--- config.mk ---
export PLATFORM = sky130hd
export DESIGN_NAME = riscv_trap_entry_and_interrupt_select
export DESIGN_NICKNAME = d
export VERILOG_FILES = /design/src/sv/rtrap_pkg.sv /design/src/sv/rtrap_irq_pick.sv /design/src/sv/riscv_trap_entry_and_interrupt_select.sv
export SDC_FILE = /design/constraint.sdc
export NUM_CORES = 1
export LEC_CHECK = 0
export ABC_AREA = 0
export BUFFER_PORTS_ARGS = -buffer_cell sky130_fd_sc_hd__buf_2
export CAP_MARGIN = 30
export CORE_MARGIN = 2
export CORE_UTILIZATION = 45
export CTS_CLUSTER_DIAMETER = 50
export DETAILED_ROUTE_END_ITERATION = 7
export GPL_ROUTABILITY_DRIVEN = 0
export PLACE_DENSITY = 0.78
export SYNTH_ARGS = -nofsm -noshare
export SYNTH_HDL_FRONTEND = slang
export SYNTH_SLANG_ARGS = --single-unit
export TNS_END_PERCENT = 100
--- constraint.sdc ---
create_clock -name i_clk -period 6.25 [get_ports i_clk]
set_input_delay 0.625 -clock i_clk [delete_from_list [all_inputs] [get_ports i_clk]]
set_output_delay 0.625 -clock i_clk [all_outputs]
set_load 0.02 [all_outputs]
--- src/sv/rtrap_pkg.sv ---
// Shared types and constants for the trap entry and interrupt select block.
// Used by rtrap_irq_pick and riscv_trap_entry_and_interrupt_select; no dependencies.
`default_nettype none
package rtrap_pkg;

    localparam int XLEN = 64;
    localparam int IRQ_W = 12;
    localparam int EXC_W = 16;
    localparam int CAUSE_W = 4;
    localparam int IRQ_PRIO_N = 6;

    // Command codes.
    localparam logic CMD_EXCEPTION = 1'b0;
    localparam logic CMD_IRQ_CHECK = 1'b1;

    // Privilege codes.
    localparam logic [1:0] MODE_USER = 2'd0;
    localparam logic [1:0] MODE_SUPER = 2'd1;
    localparam logic [1:0] MODE_RESERVED = 2'd2;
    localparam logic [1:0] MODE_MACHINE = 2'd3;

    // Vector mode field of a trap vector base.
    localparam logic [1:0] VEC_VECTORED = 2'd1;

    // Configuration register indexes.
    localparam logic [1:0] CFG_EXC_DELEG = 2'd0;
    localparam logic [1:0] CFG_IRQ_DELEG = 2'd1;
    localparam logic [1:0] CFG_MTVEC = 2'd2;
    localparam logic [1:0] CFG_STVEC = 2'd3;

    // Supervisor interrupt bits: software, timer and external.
    localparam logic [IRQ_W-1:0] SUPER_IRQ_MASK = 12'h222;

    // Interrupt priority, highest first.
    localparam logic [CAUSE_W-1:0] IRQ_ORDER [IRQ_PRIO_N] = '{
        4'd11, 4'd3, 4'd7, 4'd9, 4'd1, 4'd5
    };

    typedef struct packed {
        logic             command;
        logic [1:0]       current_mode;
        logic             machine_int_enable;
        logic             super_int_enable;
        logic [XLEN-1:0]  trap_pc;
        logic [3:0]       exc_cause;
        logic [XLEN-1:0]  exc_value;
        logic [IRQ_W-1:0] irq_pending;
        logic [IRQ_W-1:0] irq_enable;
    } t_trap_in;

    typedef struct packed {
        logic            trap_taken;
        logic            to_supervisor;
        logic [1:0]      next_mode;
        logic [XLEN-1:0] next_pc;
        logic [XLEN-1:0] cause_word;
        logic [XLEN-1:0] trap_value_out;
        logic [XLEN-1:0] saved_pc;
        logic            saved_int_enable;
        logic [1:0]      saved_mode;
    } t_trap_out;

    typedef struct packed {
        logic               found;
        logic [CAUSE_W-1:0] cause;
    } t_irq_sel;

endpackage
`default_nettype wire

--- src/sv/rtrap_irq_pick.sv ---
// Priority selection of one interrupt from the machine and supervisor candidates.
// Depends on rtrap_pkg for the priority order and the selection struct.
`default_nettype none
module rtrap_irq_pick
    import rtrap_pkg::*;
(
    input  wire logic [IRQ_W-1:0] i_m_cand,
    input  wire logic [IRQ_W-1:0] i_s_cand,
    output t_irq_sel              o_sel
);

    t_irq_sel m_sel;
    t_irq_sel s_sel;

    // Walk the order from lowest to highest priority so the highest one wins.
    always_comb begin
        m_sel = '0;
        s_sel = '0;
        for (int i = IRQ_PRIO_N - 1; i >= 0; i--) begin
            if (i_m_cand[IRQ_ORDER[i]]) begin
                m_sel.found = 1'b1;
                m_sel.cause = IRQ_ORDER[i];
            end
            if (i_s_cand[IRQ_ORDER[i]]) begin
                s_sel.found = 1'b1;
                s_sel.cause = IRQ_ORDER[i];
            end
        end
    end

    // Machine candidates are considered before supervisor ones.
    assign o_sel = m_sel.found ? m_sel : s_sel;

endmodule
`default_nettype wire

--- src/sv/riscv_trap_entry_and_interrupt_select.sv ---
// Top level of trap entry with M/S delegation and interrupt selection.
// Depends on rtrap_pkg and instantiates rtrap_irq_pick.
`default_nettype none
//
//  Channel   Handshake            Word
//  --------  -------------------  ----------------------------------------
//  input     start, busy          i_item   (t_trap_in)
//  result    o_done strobe        o_result (t_trap_out), one cycle only
//  config    i_cfg_we             i_cfg_idx, i_cfg_data
//
//  One word may enter every cycle; busy is always low. Each word gives one
//  result, registered at the end of each stage: stage one masks the
//  candidate interrupts, stage two picks the cause and delegation, stage
//  three forms the handler address with its 64-bit add. Synchronous reset
//  clears the valid bits and the configuration registers. The receiver
//  cannot stall, so nothing is held back.
//
module riscv_trap_entry_and_interrupt_select
    import rtrap_pkg::*;
(
    input  wire logic            i_clk,
    input  wire logic            i_rst_n,
    input  wire logic            start,
    output logic                 busy,
    input  wire t_trap_in        i_item,
    output logic                 o_done,
    output t_trap_out            o_result,
    input  wire logic            i_cfg_we,
    input  wire logic [1:0]      i_cfg_idx,
    input  wire logic [XLEN-1:0] i_cfg_data
);

    // Configuration registers.
    logic [EXC_W-1:0] r_exc_deleg;
    logic [IRQ_W-1:0] r_irq_deleg;
    logic [XLEN-1:0]  r_mtvec;
    logic [XLEN-1:0]  r_stvec;

    always_ff @(posedge i_clk) begin
        if (!i_rst_n) begin
            r_exc_deleg <= '0;
            r_irq_deleg <= '0;
            r_mtvec     <= '0;
            r_stvec     <= '0;
        end else if (i_cfg_we) begin
            unique case (i_cfg_idx)
                CFG_EXC_DELEG: r_exc_deleg <= i_cfg_data[EXC_W-1:0];
                CFG_IRQ_DELEG: r_irq_deleg <= i_cfg_data[IRQ_W-1:0];
                CFG_MTVEC:     r_mtvec     <= i_cfg_data;
                CFG_STVEC:     r_stvec     <= i_cfg_data;
                default:       r_mtvec     <= r_mtvec;
            endcase
        end
    end

    assign busy = 1'b0;

    // Stage one: global enables and candidate masks.
    logic             n_m_en;
    logic             n_s_en;
    logic [IRQ_W-1:0] n_act;
    logic [IRQ_W-1:0] n_m_cand;
    logic [IRQ_W-1:0] n_s_cand;

    always_comb begin
        n_act    = i_item.irq_pending & i_item.irq_enable;
        n_m_en   = (i_item.current_mode == MODE_MACHINE) ? i_item.machine_int_enable : 1'b1;
        n_s_en   = (i_item.current_mode == MODE_SUPER) ? i_item.super_int_enable
                                                       : (i_item.current_mode == MODE_USER);
        n_m_cand = n_m_en ? (n_act & ~r_irq_deleg) : '0;
        n_s_cand = n_s_en ? (n_act & r_irq_deleg & SUPER_IRQ_MASK) : '0;
    end

    logic             r_s1_valid;
    logic             r_s1_is_int;
    logic [1:0]       r_s1_mode;
    logic             r_s1_mie;
    logic             r_s1_sie;
    logic [XLEN-1:0]  r_s1_pc;
    logic [3:0]       r_s1_cause;
    logic [XLEN-1:0]  r_s1_tval;
    logic [IRQ_W-1:0] r_s1_m_cand;
    logic [IRQ_W-1:0] r_s1_s_cand;

    always_ff @(posedge i_clk) begin
        if (!i_rst_n) begin
            r_s1_valid <= 1'b0;
        end else begin
            r_s1_valid <= start && !busy;
        end
    end

    always_ff @(posedge i_clk) begin
        r_s1_is_int <= (i_item.command == CMD_IRQ_CHECK);
        r_s1_mode   <= i_item.current_mode;
        r_s1_mie    <= i_item.machine_int_enable;
        r_s1_sie    <= i_item.super_int_enable;
        r_s1_pc     <= i_item.trap_pc;
        r_s1_cause  <= i_item.exc_cause;
        r_s1_tval   <= i_item.exc_value;
        r_s1_m_cand <= n_m_cand;
        r_s1_s_cand <= n_s_cand;
    end

    // Stage two: pick the interrupt, decide the delegation.
    t_irq_sel           sel;
    logic               n_taken;
    logic [CAUSE_W-1:0] n_cause;
    logic               n_deleg;
    logic [EXC_W-1:0]   irq_deleg_ext;

    rtrap_irq_pick u_pick (
        .i_m_cand (r_s1_m_cand),
        .i_s_cand (r_s1_s_cand),
        .o_sel    (sel)
    );

    always_comb begin
        irq_deleg_ext = {{(EXC_W - IRQ_W){1'b0}}, r_irq_deleg};
        n_taken       = !r_s1_is_int || sel.found;
        n_cause       = r_s1_is_int ? sel.cause : r_s1_cause;
        n_deleg       = (r_s1_mode != MODE_MACHINE) &&
                        (r_s1_is_int ? irq_deleg_ext[n_cause] : r_exc_deleg[n_cause]);
    end

    logic               r_s2_valid;
    logic               r_s2_taken;
    logic               r_s2_is_int;
    logic               r_s2_deleg;
    logic [CAUSE_W-1:0] r_s2_cause;
    logic [1:0]         r_s2_mode;
    logic               r_s2_mie;
    logic               r_s2_sie;
    logic [XLEN-1:0]    r_s2_pc;
    logic [XLEN-1:0]    r_s2_tval;

    always_ff @(posedge i_clk) begin
        if (!i_rst_n) begin
            r_s2_valid <= 1'b0;
        end else begin
            r_s2_valid <= r_s1_valid;
        end
    end

    always_ff @(posedge i_clk) begin
        r_s2_taken  <= n_taken;
        r_s2_is_int <= r_s1_is_int;
        r_s2_deleg  <= n_deleg;
        r_s2_cause  <= n_cause;
        r_s2_mode   <= r_s1_mode;
        r_s2_mie    <= r_s1_mie;
        r_s2_sie    <= r_s1_sie;
        r_s2_pc     <= r_s1_pc;
        r_s2_tval   <= r_s1_is_int ? '0 : r_s1_tval;
    end

    // Stage three: handler address and the result word.
    logic [XLEN-1:0] vec;
    logic [XLEN-1:0] offset;
    t_trap_out       n_result;

    always_comb begin
        vec    = r_s2_deleg ? r_stvec : r_mtvec;
        // Vectored entry adds four times the cause, for interrupts only.
        offset = (r_s2_is_int && vec[1:0] == VEC_VECTORED)
               ? {{(XLEN - CAUSE_W - 2){1'b0}}, r_s2_cause, 2'b00} : '0;
        n_result = '0;
        if (r_s2_taken) begin
            n_result.trap_taken       = 1'b1;
            n_result.to_supervisor    = r_s2_deleg;
            n_result.next_mode        = r_s2_deleg ? MODE_SUPER : MODE_MACHINE;
            n_result.next_pc          = {vec[XLEN-1:2], 2'b00} + offset;
            n_result.cause_word       = {r_s2_is_int, {(XLEN - 1 - CAUSE_W){1'b0}}, r_s2_cause};
            n_result.trap_value_out   = r_s2_tval;
            n_result.saved_pc         = r_s2_pc;
            n_result.saved_int_enable = r_s2_deleg ? r_s2_sie : r_s2_mie;
            n_result.saved_mode       = r_s2_deleg ? {1'b0, (r_s2_mode != MODE_USER)}
                                                   : r_s2_mode;
        end
    end

    logic      r_done;
    t_trap_out r_result;

    always_ff @(posedge i_clk) begin
        if (!i_rst_n) begin
            r_done <= 1'b0;
        end else begin
            r_done <= r_s2_valid;
        end
    end

    always_ff @(posedge i_clk) begin
        r_result <= n_result;
    end

    assign o_done   = r_done;
    assign o_result = r_result;

endmodule
`default_nettype wire

==> flow_summary.json, run 1 <==
{
  "core_area_mm2": 0.0465,
  "worst_clock_skew_ps": 25.9,
  "fin_crit_ps": 4030,
  "fp.dieW_um": 221,
  "synth.ff_latch_count": 646,
  "drive_above_1_share_pct": 24.5,
  "synth_area_per_cell_um2": 10.4,
  "layout.cells.most_common": "sky130_fd_sc_hd__dfxtp_1",
  "synth_ff_type": "sky130_fd_sc_hd__dfxtp_1",
  "cap_violations": 0,
  "final_antenna_net_count": 0,
  "grt_first_pass_wirelength_um": 76900,
  "mostFrequentLayoutCells": "sky130_fd_sc_hd__dfxtp_1, sky130_fd_sc_hd__buf_2, sky130_fd_sc_hd__nand2_1",
  "postCtsHoldBufs": 0,
  "io_buffers": 421,
  "finalCritPeriodShare_pct": 64.4,
  "outcome": "finished, final reports clean",
  "syn-instance-count": 2024,
  "synth_seq_area_share_pct": 61.2,
  "clk-insertion-delay-late_ps": 610,
  "yosys_warnings": 0,
  "io_pins": 496,
  "dieArea_mm2": 0.0487,
  "count_of_filler_cells_inserted_in_the_layout": 3923,
  "grt_setup_unrepaired": "no",
  "nets": 2657,
  "netlist_top_cells_area": "sky130_fd_sc_hd__dfxtp_1, sky130_fd_sc_hd__nand2_1, sky130_fd_sc_hd__a21boi_0",
  "post-route-util_pct": 55.5,
  "postRouteWirelength_um": 51500,
  "synthesis.area_mm2": 0.0211,
  "yosys.area.top_type_share_pct": 61.2,
  "post_cts_repair_resize_count": 0,
  "min-delay-path-class": "in -> reg",
  "synthDistinctLibCells": 67,
  "setup_cp_type": "reg -> reg",
  "antenna_violations_before_repair": 11,
  "vdd_drop_max_mv": 0.325,
  "vertical_die_dimension_um": 221,
  "cts_tree": "built",
  "timing.reg2reg.setup_slack_ps": 2220,
  "total_negative_slack_for_setup_checks_ps": 0,
  "number_of_cell_rows": 79,
  "routed-via-count": 15232,
  "average_via_count_per_standard_cell": 4.93,
  "drt_pre_antenna_iters": 7,
  "cp-end-kind": "flop",
  "relSlewSlack_pct": 30.4,
  "final-setup-viol-count": 0,
  "drt_iter0_drc": 1194,
  "p_leak_nw": 10.9,
  "post-route-drc-count": 0,
  "grt_max_degree": 116,
  "first_global_vias": 14801,
  "fmax_ghz": 0.248,
  "ctsLongestPathBuffers": 3,
  "place.detailed.hpwl_um": 34600,
  "layout-area-overhead-vs-synth_pct": 21.9,
  "worst-endpoint-arrival_ps": 4510,
  "post_cts_setup_repair_bufs": 0,
  "initial_core_util_pct": 45.5,
  "async_s_r_ff_share_synth_pct": 0,
  "power_density_mw_per_mm2": 354,
  "worst_setup_path_start_kind": "flop",
  "grt_util_all_layers_pct": 20.1,
  "clockRootBuffer": "sky130_fd_sc_hd__clkbuf_16",
  "numCtsBuffers": 68,
  "synth_enable_flop_cells": 0,
  "timing.final.max_slew_violations": 0,
  "max_slew.worst_pin.slew_ps": 1040,
  "routedWlPerCell_um": 16.7,
  "clk_pin_slew_ps": 70,
  "critical_path_peak_fanout": 31,
  "grt.overflow.total": 0,
  "timing.final.hold_violations": 0,
  "clock-sinks": 646,
  "crit_required_ps": 6730,
  "synthDominantAreaCellType": "sky130_fd_sc_hd__dfxtp_1",
  "cts_max_level": 3
}
state kept, by name, indices dropped and copies added, names as in the netlist, 6 cells and up:
signal,cells
o_result,202
r_exc_deleg,16
r_irq_deleg,12
r_mtvec,64
r_s1_m_cand,6
r_s1_pc,64
r_s1_tval,64
r_s2_pc,64
r_s2_tval,64
r_stvec,64
cell type report:
class	count	area (µm²)	area share (%)
Inverter	13	48.8	0.189
Timing Repair Buffer	433	2210	8.57
Tap cell	607	759	2.95
Antenna cell	8	20.0	0.0777
Clock inverter	31	385	1.50
Sequential cell	646	12900	50.2
Clock buffer	91	1910	7.41
Multi-Input combinational cell	1259	7490	29.1
worst max-delay path: stages, from the launching register on:
cell	delay [ps]
sky130_fd_sc_hd__dfxtp_4	470
sky130_fd_sc_hd__or3b_2	470
sky130_fd_sc_hd__a21boi_0	350
sky130_fd_sc_hd__and2_1	200
sky130_fd_sc_hd__ha_1	190
sky130_fd_sc_hd__inv_1	70
sky130_fd_sc_hd__fa_1	380
sky130_fd_sc_hd__nor2b_1	200
sky130_fd_sc_hd__o21a_1	340
sky130_fd_sc_hd__o2111ai_4	270
sky130_fd_sc_hd__nor3_4	530
sky130_fd_sc_hd__nand2_1	100
sky130_fd_sc_hd__mux2_2	290
final timing paths:
kind	depth (start not counted)	startpoint	endpoint
setup / recovery	12	r_s2_deleg$_DFF_P_	o_result[247]$_SDFF_PN0_
setup reg to reg	12	r_s2_deleg$_DFF_P_	o_result[247]$_SDFF_PN0_
hold reg to reg	0	r_s1_pc[28]$_DFF_P_	r_s2_pc[28]$_DFF_P_
hold / removal	1	i_item[151]	r_s1_pc[59]$_DFF_P_
routing by layer:
metal	routed length (µm)	GRT usage [%]	up-vias
li1	-	-	7376
met1	21000	24.6	7147
met2	25000	33.0	587
met3	3900	5.55	116
met4	1610	9.53	6
met5	30	0	-
cells by family after synthesis:
logic type,synth area share [%]
flip-flops,61.2
adder cells (fa/ha/maj),0.332
AO/OA/AOI/OAI,9.77
XOR/XNOR,1.29
multiplexers,3.92
AND/OR/NAND/NOR,18.9
other,0.0178
buffers and inverters,4.55
per-stage QoR:
stage	cells	area (µm²)	worst slack [ps]	hold slack, ps	power [mW]
6_report	3088	25800	2220	112	9.12
2_1_floorplan	2085	21400	2360	310	4.93
5_1_grt	3084	25800	2080	87.7	9.43
3_3_place_gp	2957	23400	2030	310	5.13
3_5_place_dp	2958	23400	2340	312	5.16
4_1_cts	3080	25700	2320	85.6	9.20
synth_stat cells, drive strengths merged, types with 19 or more instances:
cell    count
a21oi      32
nor2b      67
nand3b     27
mux2       25
nor2       57
buf        89
and2      152
nor3       19
o21ai      19
nand2     368
clkbuf     78
mux2i      52
dfxtp     646
a21boi    158
nand3      54
power breakdown:
| part | leakage [nW] | total (mW) | internal, mW | switching (mW) |
|---|---|---|---|---|
| Sequential | 5.36 | 4.43 | 4.34 | 0.0946 |
| Clock | 1.12 | 4.05 | 2.39 | 1.66 |
| Combinational | 4.42 | 0.641 | 0.244 | 0.397 |
| Total | 10.9 | 9.12 | 6.97 | 2.15 |
(Power assumes the default switching activity.)
==> inputs of run 2 (changes only) <==
--- a/config.mk
+++ b/config.mk
@@ -5,7 +5,7 @@
 export SDC_FILE = /design/constraint.sdc
 export NUM_CORES = 1
 export LEC_CHECK = 0
-export ABC_AREA = 0
+export ABC_AREA = 1
 export BUFFER_PORTS_ARGS = -buffer_cell sky130_fd_sc_hd__buf_2
 export CAP_MARGIN = 30
 export CORE_MARGIN = 2
==> constraint.sdc (replaced) <==
create_clock -name i_clk -period 3.8 [get_ports i_clk]
set_input_delay 0.38 -clock i_clk [delete_from_list [all_inputs] [get_ports i_clk]]
set_output_delay 0.38 -clock i_clk [all_outputs]
set_load 0.02 [all_outputs]
==> run 2 against run 1 <==
Net effect:
- hold slack worse by 45 ps
- synthesized cell count is 20% higher
- global-route usage up 2.4 points
- combinational power grew to 2.9 times the previous value
- clock power up 73%
- first-iteration DRC count increased by 0.67%
- design area is 5.3% higher
- via count up 11%
- fmax grew 22%
- clock skew decreased by 12 ps
- utilization increased by 3.2 points
- cell count rose by 18%
- critical path type unchanged
==> flow_summary.json, run 2 <==
{
  "power_density_mw_per_mm2": 604,
  "relSlewSlack_pct": 33.8,
  "post-route-util_pct": 58.6,
  "worstReg2RegStart": "r_s2_deleg$_DFF_P_",
  "yosys_warnings": 0,
  "power.share.switching_pct": 26.3,
  "worstRegToRegCells": 16,
  "drt_iter0_drc": 1202,
  "netlist_top_cells_area": "sky130_fd_sc_hd__dfxtp_1, sky130_fd_sc_hd__inv_1, sky130_fd_sc_hd__nand2_1",
  "dieArea_mm2": 0.0483,
  "largest_register_ffs": 202,
  "clockRootBuffer": "sky130_fd_sc_hd__clkbuf_16",
  "count_of_filler_cells_inserted_in_the_layout": 3741,
  "setup_cp_type": "reg -> reg",
  "power.share.sequential_pct": 45.8,
  "syn-instance-count": 2436,
  "clk-insertion-delay-late_ps": 600,
  "net_switching_power_mw": 4.30,
  "io_pins": 496,
  "placedInstanceArea_mm2": 0.0233,
  "clockPowerShare_pct": 42.9,
  "numCtsBuffers": 69,
  "finalCritPeriodShare_pct": 87.2,
  "cap_violations": 0,
  "clock-sinks": 646,
  "post-route-drc-count": 0,
  "final_antenna_net_count": 0,
  "layout.cells.most_common": "sky130_fd_sc_hd__dfxtp_1",
  "min-delay-path-class": "in -> reg",
  "grt.overflow.total": 0,
  "ctsLongestPathBuffers": 3,
  "grt_max_degree": 126,
  "synth_ff_type": "sky130_fd_sc_hd__dfxtp_1",
  "comb_power_share_pct": 11.3,
  "fmax_ghz": 0.302,
  "postRouteWirelength_um": 56900,
  "fin_area_mm2": 0.0271,
  "grt_setup_unrepaired": "no",
  "cp-end-kind": "flop",
  "grt_first_pass_wirelength_um": 84300,
  "worstHoldPathCells": 3,
  "whs_endpoint": "r_s1_m_cand[11]$_SDFF_PN0_",
  "worst_clock_skew_ps": 13.8,
  "cts_tree": "built",
  "synth_enable_flop_cells": 0,
  "vertical_die_dimension_um": 220,
  "initial_core_util_pct": 45.3,
  "outcome": "finished, final reports clean",
  "mostFrequentLayoutCells": "sky130_fd_sc_hd__dfxtp_1, sky130_fd_sc_hd__inv_1, sky130_fd_sc_hd__buf_2",
  "reg2reg_to": "o_result[243]$_SDFF_PN0_",
  "grt_util_all_layers_pct": 22.5,
  "timing.final.max_slew_violations": 0,
  "clk_pin_slew_ps": 60,
  "drt_pre_antenna_iters": 6,
  "average_via_count_per_standard_cell": 4.64,
  "cts_max_level": 3,
  "timing.reg2reg.setup_slack_ps": 490,
  "async_s_r_ff_share_synth_pct": 0,
  "synthDistinctLibCells": 39,
  "routed-via-count": 16908,
  "io_buffers": 421,
  "crit_required_ps": 4260,
  "power_report.internal_total_mw": 12.1,
  "ys_top_cells_by_count": "sky130_fd_sc_hd__dfxtp_1, sky130_fd_sc_hd__inv_1, sky130_fd_sc_hd__nand2_1, sky130_fd_sc_hd__nor2_1, sky130_fd_sc_hd__o21ai_0",
  "layout-area-overhead-vs-synth_pct": 29.4,
  "max_slew.worst_pin.slew_ps": 992,
  "synth_seq_area_share_pct": 61.7,
  "yosysMostFrequentCell": "sky130_fd_sc_hd__dfxtp_1",
  "worst_hold_startpoint": "i_item[23]",
  "routedWlPerCell_um": 15.6,
  "antenna_violations_before_repair": 9,
  "total_negative_slack_for_setup_checks_ps": 0,
  "fin_crit_ps": 3310,
  "nets": 3220,
  "vdd_drop_max_mv": 0.564,
  "fp.dieW_um": 220,
  "p_leak_nw": 13.1,
  "worst-endpoint-arrival_ps": 3780,
  "first_global_vias": 16015,
  "yosys.area.top_type_share_pct": 61.7,
  "final-setup-viol-count": 0,
  "drive_above_1_share_pct": 19.1,
  "critical_path_peak_fanout": 10,
  "worst_setup_path_start_kind": "flop",
  "number_of_cell_rows": 79,
  "place.detailed.hpwl_um": 36700,
  "core_area_mm2": 0.0463,
  "synth.ff_latch_count": 646,
  "synthDominantAreaCellType": "sky130_fd_sc_hd__dfxtp_1",
  "timing.final.hold_violations": 0,
  "synth_area_per_cell_um2": 8.60,
  "synthesis.area_mm2": 0.0210
}
## run 2: changes by cell type after synthesis, moves of 25 or more
cell and change:
sky130_fd_sc_hd__inv_1 +420, sky130_fd_sc_hd__o21ai_0 +184, sky130_fd_sc_hd__nor2_1 +177, sky130_fd_sc_hd__a21oi_1 +150
sky130_fd_sc_hd__nor2b_1 -67, sky130_fd_sc_hd__mux2_2 -25, sky130_fd_sc_hd__mux2i_1 -52, sky130_fd_sc_hd__a21boi_0 -158
sky130_fd_sc_hd__nand3b_1 -26, sky130_fd_sc_hd__o21ai_1 +38, sky130_fd_sc_hd__and2_1 -150
## run 2: cell type report
| type | count | area [µm²] | share of cell area, % |
|---|---|---|---|
| flip-flops and latches | 646 | 12900 | 47.7 |
| multi-input cells | 1260 | 5740 | 21.2 |
| repair buffers | 574 | 3630 | 13.4 |
| clock buffers | 88 | 1950 | 7.19 |
| inverters | 433 | 1630 | 5.99 |
| well taps | 607 | 759 | 2.80 |
| clock inverters | 32 | 454 | 1.67 |
| diodes | 7 | 17.5 | 0.0646 |
## run 2: metal layers
metal	vias up	GRT usage (%)	part of all wire, %
met5	-	0	0.061
met2	584	37.4	48
met3	179	5.69	6.8
met4	6	12.8	5.3
met1	7653	26.6	39
li1	8486	-	-
## run 2: cells by family (layout without fill, tap and decap cells)
group	Yosys count	count (layout)	share of synthesized area, %
simple gates	744	744	14.7
flops	646	646	61.7
buf+inv	591	1127	12.1
compound gates	443	443	10.9
xor+xnor	6	6	0.251
fa+ha+maj	5	5	0.334
other cells	1	69	0.0179
## run 2: how the worst max path moves through the flow
stage,cells after the start,endpoint,start
2_1_floorplan,22,o_result[245]$_SDFF_PN0_,r_s2_deleg$_DFF_P_
3_3_place_gp,16,o_result[243]$_SDFF_PN0_,r_s2_deleg$_DFF_P_
3_5_place_dp,16,o_result[243]$_SDFF_PN0_,r_s2_deleg$_DFF_P_
4_1_cts,16,o_result[243]$_SDFF_PN0_,r_s2_deleg$_DFF_P_
5_1_grt,16,o_result[243]$_SDFF_PN0_,r_s2_deleg$_DFF_P_
6_report,16,o_result[243]$_SDFF_PN0_,r_s2_deleg$_DFF_P_
## run 2: what timing repair did
item / 4_1_cts / 5_1_grt
resized for setup: 0 / 0
hold endpoints to repair: 139 / 0
buffers inserted: 0 / 0
hold buffers: 140 / 0
setup endpoints to repair: 0 / 0
## run 2: power groups by stage
stage / Sequential [mW] / Combinational [mW] / Clock [mW]
2_1_floorplan: 7.84 / 0.894 / 0
3_3_place_gp: 7.62 / 1.67 / 0
3_5_place_dp: 7.63 / 1.70 / 0
4_1_cts: 7.48 / 1.84 / 7.05
5_1_grt: 7.53 / 2.04 / 7.40
6_report: 7.50 / 1.86 / 7.02
## run 2: stage by stage
step                      total power, mW  hold slack (ps)  std cells  setup WS (ps)
after global placement               9.29              310       3380            625
after global routing                 17.0             49.3       3644            214
final                                16.4             67.1       3647            488
after floorplan                      8.73              310       2497            526
after CTS                            16.4             34.1       3640            531
after detailed placement             9.33              312       3380            555
## run 2: critical path, cell delays in order, from the launching register on
cell and delay, ps:
sky130_fd_sc_hd__dfxtp_4 390, sky130_fd_sc_hd__o31ai_1 300, sky130_fd_sc_hd__nand2_1 140, sky130_fd_sc_hd__nor2_1 120
sky130_fd_sc_hd__ha_1 190, sky130_fd_sc_hd__inv_1 60, sky130_fd_sc_hd__fa_1 410, sky130_fd_sc_hd__inv_1 90
sky130_fd_sc_hd__nand3_1 60, sky130_fd_sc_hd__nand2_1 140, sky130_fd_sc_hd__nand2_1 100, sky130_fd_sc_hd__nor2_2 150
sky130_fd_sc_hd__nand2_1 140, sky130_fd_sc_hd__nor3_2 330, sky130_fd_sc_hd__nand2_1 250, sky130_fd_sc_hd__nor3_1 230
sky130_fd_sc_hd__nor3b_2 60
